[src/rtl/xtea_block_cipher_assert.svh]
// ----------------------------------------------------------------------------
// XTEA block cipher assertion macros
// Shared macros for the concurrent checks in the cipher RTL. The user module
// must provide clk and arst_n.
// ----------------------------------------------------------------------------
`ifndef XTEA_BLOCK_CIPHER_ASSERT_SVH
`define XTEA_BLOCK_CIPHER_ASSERT_SVH

// Check a property on every rising edge outside of reset.
`define XTEA_ASSERT(lbl, prop, msg) \
	lbl: assert property (@(posedge clk) disable iff (!arst_n) (prop)) else $error(msg);

// Check that a condition in one cycle implies another in the next cycle.
`define XTEA_ASSERT_NEXT(lbl, cond, expct, msg) \
	lbl: assert property (@(posedge clk) disable iff (!arst_n) (cond) |=> (expct)) \
		else $error(msg);

`endif

[src/rtl/xtea_pkg.sv]
// ----------------------------------------------------------------------------
// XTEA package
// Constants, register indexes and shared types for the XTEA block cipher.
// ----------------------------------------------------------------------------
package xtea_pkg;

	// Cipher constants.
	localparam logic [31:0] XTEA_DELTA     = 32'h9E3779B9;
	localparam logic [7:0]  ROUNDS_RESET   = 8'd32;
	// Decryption start sum for the reset round count (delta times 32).
	localparam logic [31:0] DEC_SUM_RESET  = 32'hC6EF3720;

	// Configuration register indexes.
	localparam logic [2:0] REG_KEY_A  = 3'd0;
	localparam logic [2:0] REG_KEY_B  = 3'd1;
	localparam logic [2:0] REG_KEY_C  = 3'd2;
	localparam logic [2:0] REG_KEY_D  = 3'd3;
	localparam logic [2:0] REG_ROUNDS = 3'd4;

	// Request types carried on tuser.
	localparam logic REQ_ENCRYPT = 1'b0;
	localparam logic REQ_DECRYPT = 1'b1;

	// Configuration seen by the datapath.
	typedef struct packed {
		logic [3:0][31:0] key;
		logic [7:0]       rounds;
		logic [31:0]      dec_sum;
	} cfg_t;

endpackage

[src/rtl/xtea_cfg.sv]
// ----------------------------------------------------------------------------
// XTEA configuration registers
// Holds the 128-bit key and the round count, and keeps the decryption start
// sum (delta times the round count) ready whenever the count is written.
// ----------------------------------------------------------------------------
module xtea_cfg (
	input  logic               clk,
	input  logic               arst_n,
	input  logic               cfg_we,
	input  logic [2:0]         cfg_addr,
	input  logic [31:0]        cfg_wdata,
	output xtea_pkg::cfg_t     cfg
);

	logic [3:0][31:0] key_q;
	logic [7:0]       rounds_q;
	logic [31:0]      dec_sum_q;
	logic [31:0]      dec_sum_next;

	// Start sum for decryption, one narrow multiply at write time.
	assign dec_sum_next = 32'(xtea_pkg::XTEA_DELTA * {24'd0, cfg_wdata[7:0]});

	// Register writes; indexes past the list are ignored.
	always_ff @(posedge clk or negedge arst_n) begin
		if (!arst_n) begin
			key_q     <= '0;
			rounds_q  <= xtea_pkg::ROUNDS_RESET;
			dec_sum_q <= xtea_pkg::DEC_SUM_RESET;
		end else if (cfg_we) begin
			case (cfg_addr)
				xtea_pkg::REG_KEY_A: begin
					key_q[0] <= cfg_wdata;
				end
				xtea_pkg::REG_KEY_B: begin
					key_q[1] <= cfg_wdata;
				end
				xtea_pkg::REG_KEY_C: begin
					key_q[2] <= cfg_wdata;
				end
				xtea_pkg::REG_KEY_D: begin
					key_q[3] <= cfg_wdata;
				end
				xtea_pkg::REG_ROUNDS: begin
					rounds_q  <= cfg_wdata[7:0];
					dec_sum_q <= dec_sum_next;
				end
				default: begin
				end
			endcase
		end
	end

	assign cfg.key     = key_q;
	assign cfg.rounds  = rounds_q;
	assign cfg.dec_sum = dec_sum_q;

endmodule

[src/rtl/xtea_round.sv]
// ----------------------------------------------------------------------------
// XTEA half-round unit
// One Feistel half-step: the mixed source word, XORed with sum plus key word,
// is added to or subtracted from the destination word.
// ----------------------------------------------------------------------------
module xtea_round (
	input  logic [31:0] src,
	input  logic [31:0] dst,
	input  logic [31:0] sum,
	input  logic [31:0] key_word,
	input  logic        subtract,
	output logic [31:0] res
);

	logic [31:0] mix;
	logic [31:0] key_term;
	logic [31:0] f_val;

	// Shift-XOR mix and key term run side by side, then one add or subtract.
	always_comb begin
		mix      = ((src << 4) ^ (src >> 5)) + src;
		key_term = sum + key_word;
		f_val    = mix ^ key_term;
		res      = subtract ? (dst - f_val) : (dst + f_val);
	end

endmodule

[src/rtl/xtea_block_cipher.sv]
// ----------------------------------------------------------------------------
// XTEA block cipher
// Encrypts or decrypts one 64-bit block with a 128-bit key, one half-round
// per clock through a single shared half-round unit.
//
//   Channel   Direction  Contents
//   s_*       in         word: block halves on tdata, encrypt/decrypt on tuser
//   m_*       out        word: processed block halves on tdata
//   cfg_*     in         register writes: key words and round count
//
// From acceptance a block steps through the run state and then the flush
// state, which loads the result word; the shared half-round unit does one
// half-round per clock. A round count of 0 goes straight from idle to flush.
// s_tready is high only while no block is in work; a finished block waits in
// the work registers while the previous result word is still stalled.
// arst_n resets the sequencer, the output valid and the config registers.
// ----------------------------------------------------------------------------
`include "xtea_block_cipher_assert.svh"

module xtea_block_cipher (
	input  logic        clk,
	input  logic        arst_n,
	// Input word.
	input  logic        s_tvalid,
	output logic        s_tready,
	input  logic [63:0] s_tdata,    // word_first [31:0], word_second [63:32]
	input  logic        s_tuser,    // req_type [0]
	// Output word.
	output logic        m_tvalid,
	input  logic        m_tready,
	output logic [63:0] m_tdata,    // out_first [31:0], out_second [63:32]
	// Configuration writes.
	input  logic        cfg_we,
	input  logic [2:0]  cfg_addr,
	input  logic [31:0] cfg_wdata
);

	typedef enum logic [2:0] {
		ST_IDLE  = 3'b001,
		ST_RUN   = 3'b010,
		ST_FLUSH = 3'b100
	} state_t;

	xtea_pkg::cfg_t cfg;

	state_t      state_q;
	logic        phase_q;
	logic        dec_q;
	logic [7:0]  rounds_left_q;
	logic [31:0] sum_q;
	logic [31:0] a_q;
	logic [31:0] b_q;
	logic        out_valid_q;
	logic [63:0] out_data_q;

	logic        accept;
	logic        out_free;
	logic        last_half;
	logic        target_a;
	logic [1:0]  key_sel;
	logic [31:0] hr_src;
	logic [31:0] hr_dst;
	logic [31:0] hr_res;

	xtea_cfg u_cfg (
		.clk       (clk),
		.arst_n    (arst_n),
		.cfg_we    (cfg_we),
		.cfg_addr  (cfg_addr),
		.cfg_wdata (cfg_wdata),
		.cfg       (cfg)
	);

	// Handshake terms.
	assign s_tready  = (state_q == ST_IDLE);
	assign accept    = s_tvalid && s_tready;
	assign out_free  = !out_valid_q || m_tready;
	assign last_half = (state_q == ST_RUN) && phase_q && (rounds_left_q == 8'd1);

	// Operand routing: the first half-round of encryption updates a, that of
	// decryption updates b; the key index comes from the low sum bits when a
	// is updated and from bits 12:11 when b is updated.
	always_comb begin
		target_a = (~phase_q) ^ dec_q;
		key_sel  = target_a ? sum_q[1:0] : sum_q[12:11];
		hr_src   = target_a ? b_q : a_q;
		hr_dst   = target_a ? a_q : b_q;
	end

	xtea_round u_round (
		.src      (hr_src),
		.dst      (hr_dst),
		.sum      (sum_q),
		.key_word (cfg.key[key_sel]),
		.subtract (dec_q),
		.res      (hr_res)
	);

	// Sequencer and output valid.
	always_ff @(posedge clk or negedge arst_n) begin
		if (!arst_n) begin
			state_q       <= ST_IDLE;
			phase_q       <= 1'b0;
			rounds_left_q <= '0;
			out_valid_q   <= 1'b0;
		end else begin
			if ((state_q == ST_FLUSH) && out_free) begin
				out_valid_q <= 1'b1;
			end else if (m_tready) begin
				out_valid_q <= 1'b0;
			end
			case (state_q)
				ST_IDLE: begin
					if (accept) begin
						phase_q       <= 1'b0;
						rounds_left_q <= cfg.rounds;
						state_q       <= (cfg.rounds == 8'd0) ? ST_FLUSH : ST_RUN;
					end
				end
				ST_RUN: begin
					phase_q <= ~phase_q;
					if (phase_q) begin
						rounds_left_q <= rounds_left_q - 8'd1;
					end
					if (last_half) begin
						state_q <= ST_FLUSH;
					end
				end
				ST_FLUSH: begin
					if (out_free) begin
						state_q <= ST_IDLE;
					end
				end
				default: begin
					state_q <= ST_IDLE;
				end
			endcase
		end
	end

	// Block halves, running sum and result word.
	always_ff @(posedge clk) begin
		if (accept) begin
			dec_q <= (s_tuser == xtea_pkg::REQ_DECRYPT);
			a_q   <= s_tdata[31:0];
			b_q   <= s_tdata[63:32];
			sum_q <= (s_tuser == xtea_pkg::REQ_DECRYPT) ? cfg.dec_sum : 32'd0;
		end else if (state_q == ST_RUN) begin
			if (target_a) begin
				a_q <= hr_res;
			end else begin
				b_q <= hr_res;
			end
			// The sum moves between the two half-rounds of a cycle.
			if (!phase_q) begin
				sum_q <= dec_q ? (sum_q - xtea_pkg::XTEA_DELTA)
				               : (sum_q + xtea_pkg::XTEA_DELTA);
			end
		end
		if ((state_q == ST_FLUSH) && out_free) begin
			out_data_q <= {b_q, a_q};
		end
	end

	assign m_tvalid = out_valid_q;
	assign m_tdata  = out_data_q;

	// Checks on the sequencer.
	`XTEA_ASSERT_NEXT(a_zero_rounds, accept && (cfg.rounds == 8'd0), state_q == ST_FLUSH, "zero-round block did not go straight to flush")
	`XTEA_ASSERT_NEXT(a_last_half, last_half, state_q == ST_FLUSH, "run did not end after the last half-round")
	`XTEA_ASSERT(a_run_count, (state_q != ST_RUN) || (rounds_left_q != 8'd0), "running with no rounds left")
	`XTEA_ASSERT(a_load_from_flush, !$rose(m_tvalid) || ($past(state_q) == ST_FLUSH), "result word raised outside flush")

endmodule
[config.mk]
export PLATFORM = sky130hd
export DESIGN_NAME = xtea_block_cipher
export DESIGN_NICKNAME = d
export VERILOG_FILES = /design/src/rtl/xtea_pkg.sv /design/src/rtl/xtea_cfg.sv /design/src/rtl/xtea_round.sv /design/src/rtl/xtea_block_cipher.sv
export VERILOG_INCLUDE_DIRS = /design/src /design/src/rtl
export SDC_FILE = /design/constraint.sdc
export NUM_CORES = 1
export LEC_CHECK = 0
export BUFFER_PORTS_ARGS = -buffer_cell sky130_fd_sc_hd__buf_2
export CAP_MARGIN = 20
export CORE_ASPECT_RATIO = 1.2
export CORE_MARGIN = 2
export CORE_UTILIZATION = 45
export CTS_CLUSTER_SIZE = 30
export DETAILED_ROUTE_END_ITERATION = 12
export GPL_ROUTABILITY_DRIVEN = 0
export GPL_TIMING_DRIVEN = 0
export SLEW_MARGIN = 20
export SYNTH_ARGS = -nofsm -noshare
export SYNTH_HDL_FRONTEND = slang
export SYNTH_HIERARCHICAL = 1
export SYNTH_SLANG_ARGS = --single-unit
[constraint.sdc]
create_clock -name clk -period 15.31 [get_ports clk]
set_input_delay 3.062 -clock clk [delete_from_list [all_inputs] [get_ports clk]]
set_output_delay 3.062 -clock clk [all_outputs]
set_load 0.01 [all_outputs]
# Word-level counts from Yosys, hierarchy flattened
# Cells that the tools add are included.
# op_classes
order_cmp	1
bitwise_logic	4
n_eq_ne	14
n_mux	29
mul	1
add_sub_neg	7
reduce_logical	23
# ops
cell	count
$mux W32	15
$add A32 B32 Y32	3
$bmux W32 S2	1
$add A32 B32 Y32 const B	1
$mul A32 B8 Y32 const A	1
$sub A32 B32 Y32	1
$sub A32 B32 Y32 const B	1
$xor A32 B27 Y32	1
$xor A32 B32 Y32	1
$reduce_and A2 Y1	9
$mux W8	2
$pmux W8 S2	1
$mux W3	4
$eq A3 B2 Y1 const B	3
$pmux W3 S3	1
$eq A8 B1 Y1 const B	1
$logic_not A8 Y1	1
$ne A2 B2 Y1 const B	4
$reduce_bool A2 Y1	4
$sub A8 B1 Y8 const B	1
$eq A3 B1 Y1 const B	2
$eq A3 B3 Y1 const B	2
$reduce_and A3 Y1	2
$logic_and A1 B1 Y1	4
other kinds (10)	13
# totals
out_inout_bits	66
ff_bits	342
word_cells	94

# Logic depth before layout (Yosys ltp)
# logic_depth
word_depth	12
mapped_depth	33
ltp_nobuf	30

# Hierarchy
# Netlist, hierarchy kept.
# modules_own_cells
mod	seq_area_each_um2	n_inst	area_per_inst_um2	cells_per_inst
xtea_block_cipher	5161.2	1	9985.8	1007
xtea_cfg	4151.5	1	9561.7	806
xtea_round	0.0	1	5973.2	815

# Worst setup path after synthesis
# Ideal clock, no wire load.
# synth_timing
path_type	reg2reg
start	register dec_q
end	register a_q[31], data pin
path_stages_with_launch	28
synth_period_minus_slack_ns	7.346
arrival_time_ns	7.092
required_ns	15.056
path_buffers	1
setup_slack_ns	7.964
cell_sequence	edfxtp_1 xor2_1 mux2i_1 buf_2 mux4_2 ha_1 nor2b_1 o31a_1 o221a_1 a41oi_1 o211a_1 xor2_1 or4_4 or4b_4 nor2b_1 nor2_1 xor2_1 ha_1 a21o_1 and2_1 o31a_1 o211ai_1 a31oi_1 xnor2_1 xnor2_1 xnor2_1 nand2_1 nand2_1
# synth_via
elab_chain_len	11
word_cells_on_any_way	16
# synth_lines
item	line	text
start: declaration	xtea_block_cipher.sv:48	logic dec_q;
start signal: assignment	xtea_block_cipher.sv:144	dec_q <= (s_tuser == xtea_pkg::REQ_DECRYPT);
$xor A1 B1 Y1	xtea_block_cipher.sv:84	target_a = (~phase_q) ^ dec_q;
$mux W2	xtea_block_cipher.sv:85	key_sel = target_a ? sum_q[1:0] : sum_q[12:11];
$bmux W32 S2	xtea_block_cipher.sv:94	.key_word (cfg.key[key_sel]),
$mux W32 (not written as such)	xtea_block_cipher.sv:94	
$add A32 B32 Y32	xtea_round.sv:22	key_term = sum + key_word;
$xor A32 B32 Y32	xtea_round.sv:23	f_val = mix ^ key_term;
$add A32 B32 Y32 / $sub A32 B32 Y32 (equally long branches)	xtea_round.sv:24	res = subtract ? (dst - f_val) : (dst + f_val);
$mux W32 (*)	xtea_round.sv:24	
via hr_res[31]	xtea_block_cipher.sv:63	logic [31:0] hr_res;
$mux W32 (*)	xtea_block_cipher.sv:149	if (target_a) begin
$mux W32 (*)	xtea_block_cipher.sv:148	end else if (state_q == ST_RUN) begin
$mux W32 (*)	xtea_block_cipher.sv:143	if (accept) begin
end signal: assignment	xtea_block_cipher.sv:145	a_q <= s_tdata[31:0];
end signal: assignment	xtea_block_cipher.sv:150	a_q <= hr_res;
end: declaration	xtea_block_cipher.sv:51	logic [31:0] a_q;
# The timed path passes the listed nets; every way through them passes the cells marked *. The select of a mux whose other input is x is not followed.
# A chain may end at the register's enable or synchronous reset.

# Worst setup path after layout
# layout_timing
start	register dec_q
end	register a_q[28], data pin
# Same word-level chain as after synthesis.

==> run_results.csv <==
group,metric,value,unit
synthesis,synth_area,25500,µm²
layout,fillers,5100,
synthesis,synthMuxAreaShare,8.45,%
setup_path,crit_arrival,9.76,ns
synthesis,synth-compound-area-share,13.9,%
clocking,clock_sinks,339,
synthesis,synth_top_family_by_area,"simple AND/OR/NAND/NOR gates",
clocking,cts_tree,"yes",
layout,drive_gt1_share,16.3,%
sta,tightest_slew,1.22,ns
synthesis,yosys.cell_types.count,98,
synthesis,synth_seq_area_share,36.5,%
placed_design,pre_cts_ws,6.05,ns
clocking,path_clk_slew,0.06,ns
routing,first_pass_iters,5,
clocking,ctsResizeCount,0,
placed_design,dp_hpwl,56600,µm
layout,syn2layout_area_growth,12.1,%
flow_run,drv_cap,0,
routing,finalWirelength,70500,µm
routing,remaining_drc_errors,0,
synthesis,synthAdderAreaFrac,14.3,%
routing,drt_iter0_drc,1351,
synthesis,synth_fp_nets,2985,
sta,slew_headroom,16.3,%
grt,antenna_found_initial,2,
sta,rsz0062_at_grt,"no",
die,start_util,45.6,%
grt,grt_usage,24.0,%
sta,timing.setup.tns,0,ns
sta,hold_viol_final,0,
routing,viasPerCell,5.58,
sta,max_freq,106,MHz
worst_hold_path,hold_class,"reg -> reg",
synthesis,synth_flop_cell,"edfxtp_1",
run_status,outcome,"completed",
sta,worst_clock_skew,0.0204,ns
grt,grt_pass1_wl,112000,µm
sta,setup_viol,0,
clocking,root_buffer,"clkbuf_16",
setup_path,crit_path_end_kind,"flop",
clocking,holdBufCountCts,0,
synthesis,syn_avg_cell_area,9.71,µm²
grt,grt_max_degree,106,
layout,final_core_util,51.1,%
placed_design,dp.cells,3532,
synthesis,synth_edf_count,161,
clocking,post_cts_buffers,0,
routing,via_count,20055,
synthesis,syn_inst,2628,
die,core,56000,µm²
layout,fin_cells,3594,
synthesis,synth_xor_area_share,7.82,%
grt,grt_overflow,0,
placed_design,port_buffers,170,
synthesis,ys_ff_latch,339,
die,ios,171,
setup_path,crit_path_start_kind,"flop",
clocking,insertion_delay,0.55,ns
die,die_area,58600,µm²
clocking,numCtsBuffers,36,
layout,n_antenna_cell,0,
grt,grt_pass1_vias,20820,
synthesis,async_reset_ff_share,52.5,%
sta,timing.final.crit_share,61.9,%
sta,slew_viol_final,0,
synthesis,synth-warning-count,6,
routing,drt-wirelength-per-cell,19.6,µm
sta,post-route-min-period,9.47,ns
clocking,htreeDepth,2,
clocking,clockBufferDepth,3,
setup_path,critical_path_class,"reg -> reg",
synthesis,yosys.area_share.simple,15.1,%
routing,ant_nets,0,
die,fp-row-count,95,
die,die_x,221,µm
layout,final_nets,3200,
die,die-height,265,µm
setup_path,required,15.60,ns
sta,finalWorstSetupSlack,5.84,ns
setup_path,path_max_fanout,12,
[critical path, stage by stage (launching register included)]
cell      delay (ns)
edfxtp_1        0.68
xnor2_1         0.51
mux2i_1         1.04
clkbuf_1        0.62
mux4_2          0.51
ha_1            0.31
buf_2           0.20
and4_4          0.29
nand3_1         0.07
or3_1           0.39
a31oi_1         0.42
a31oi_1         0.17
xnor2_1         0.16
xnor2_1         0.32
or4b_4          0.58
nor2b_1         0.19
a31oi_1         0.12
xor2_1          0.19
ha_1            0.25
nor2_1          0.32
nand3_1         0.17
a211oi_1        0.63
o21ai_0         0.34
a31o_2          0.30
a21oi_1         0.17
xnor2_1         0.08
nand2_1         0.08
nand2_1         0.07
[final cells by class]
class / instances / area, µm² / area share [%]
multi-input cells: 2036 / 15200 / 53.2
flip-flops and latches: 339 / 9310 / 32.5
clock buffers: 51 / 1040 / 3.63
repair buffers: 177 / 1020 / 3.57
well taps: 727 / 910 / 3.18
inverters: 148 / 556 / 1.94
plain buffers: 105 / 470 / 1.64
clock inverters: 11 / 72.6 / 0.254
[layer usage]
metal | GRT usage [%] | up-vias | wire, µm
met5 | 0 | - | 26
met4 | 11.0 | 4 | 3350
met3 | 2.75 | 146 | 2280
met2 | 44.0 | 447 | 36000
met1 | 27.9 | 9725 | 28800
li1 | - | 9733 | -
[through the flow]
| step | hold slack (ns) | cell area (µm²) |
|---|---|---|
| after floorplan | 0.439 | 25500 |
| after global placement | 0.456 | 27300 |
| after detailed placement | 0.461 | 27500 |
| after CTS | 0.472 | 28600 |
| after global routing | 0.490 | 28600 |
| final | 0.475 | 28600 |
[path summary, 6_finish.rpt]
kind | to | cells past startpoint | startpoint | slack, ns
worst max-delay path | a_q[28] | 27 | dec_q | 5.84
worst min-delay path | u_cfg/dec_sum_q[5] | 2 | u_cfg/dec_sum_q[5] | 0.48
worst max register to register | a_q[28] | 27 | dec_q | 5.84
worst min register to register | u_cfg/dec_sum_q[5] | 2 | u_cfg/dec_sum_q[5] | 0.48
max in group asynchronous | u_cfg/cfg[92] | 2 | arst_n | 11.87
min in group asynchronous | u_cfg/cfg[145] | 1 | arst_n | 2.47
[logic make-up (layout without fill, tap and decap cells)]
family	after synthesis	count (layout)
AOI/OAI and AO/OA	549	549
DFF	339	339
buffers and inverters	253	492
xor gates and xnor gates	216	216
and+or+nand+nor	859	859
muxes	160	160
adders and majority gates	252	252
[flip-flops by register name (all words and copies together) (netlist names)]
signal,flops
dec_q,1
state_q,3
b_q,32
u_cfg/rounds_q,8
u_cfg/cfg,128
rounds_left_q,8
a_q,32
m_tdata,64
sum_q,32
phase_q,1
u_cfg/dec_sum_q,29
m_tvalid,1
[cells in the mapped netlist, drive strengths merged (6+ instances only)]
| library cell | instances | area share (%) |
|---|---|---|
| a31oi | 30 | 0.85 |
| a211o | 9 | 0.31 |
| dfstp | 19 | 2.0 |
| nand4 | 15 | 0.37 |
| dfrtp | 159 | 16 |
| xnor3 | 7 | 0.62 |
| a21boi | 7 | 0.25 |
| nor3 | 26 | 0.53 |
| nand2b | 18 | 0.47 |
| mux2 | 123 | 5.4 |
| a211oi | 17 | 0.58 |
| nor2b | 22 | 0.57 |
| o211ai | 14 | 0.45 |
| ha | 186 | 9.1 |
| mux4 | 32 | 2.8 |
| and2 | 12 | 0.29 |
| or3 | 14 | 0.34 |
| xnor2 | 123 | 4.3 |
| a21o | 60 | 1.8 |
| o21ai | 157 | 3.1 |
| nor4 | 9 | 0.22 |
| inv | 148 | 2.2 |
| nor2 | 110 | 1.6 |
| a21oi | 141 | 2.8 |
| o21a | 24 | 0.71 |
| and4 | 9 | 0.32 |
| or2 | 9 | 0.22 |
| buf | 35 | 0.76 |
| fa | 66 | 5.2 |
| or4 | 6 | 0.21 |
| clkbuf | 68 | 1.0 |
| edfxtp | 161 | 19 |
| nand3 | 66 | 1.3 |
| xor2 | 86 | 3.0 |
| o21bai | 17 | 0.50 |
| a41oi | 6 | 0.24 |
| nand2 | 502 | 7.4 |
| and3 | 23 | 0.57 |
[cell usage in the layout (no fill, tap or decap), types with 24 or more instances in the layout]
master and count:
nand2_1 502, ha_1 186, buf_2 181, edfxtp_1 161, dfrtp_1 159, inv_1 147, o21ai_0 143, a21oi_1 140
mux2_2 123, xnor2_1 122, nor2_1 110, xor2_1 86, clkbuf_1 77, nand3_1 66, fa_1 66, a21o_1 59
clkbuf_16 38, mux4_2 32, a31oi_1 28, nor3_1 25, o21a_1 24
Power is not shown: default switching activity piles up to over one toggle a cycle in this logic, so the estimate is an artifact.
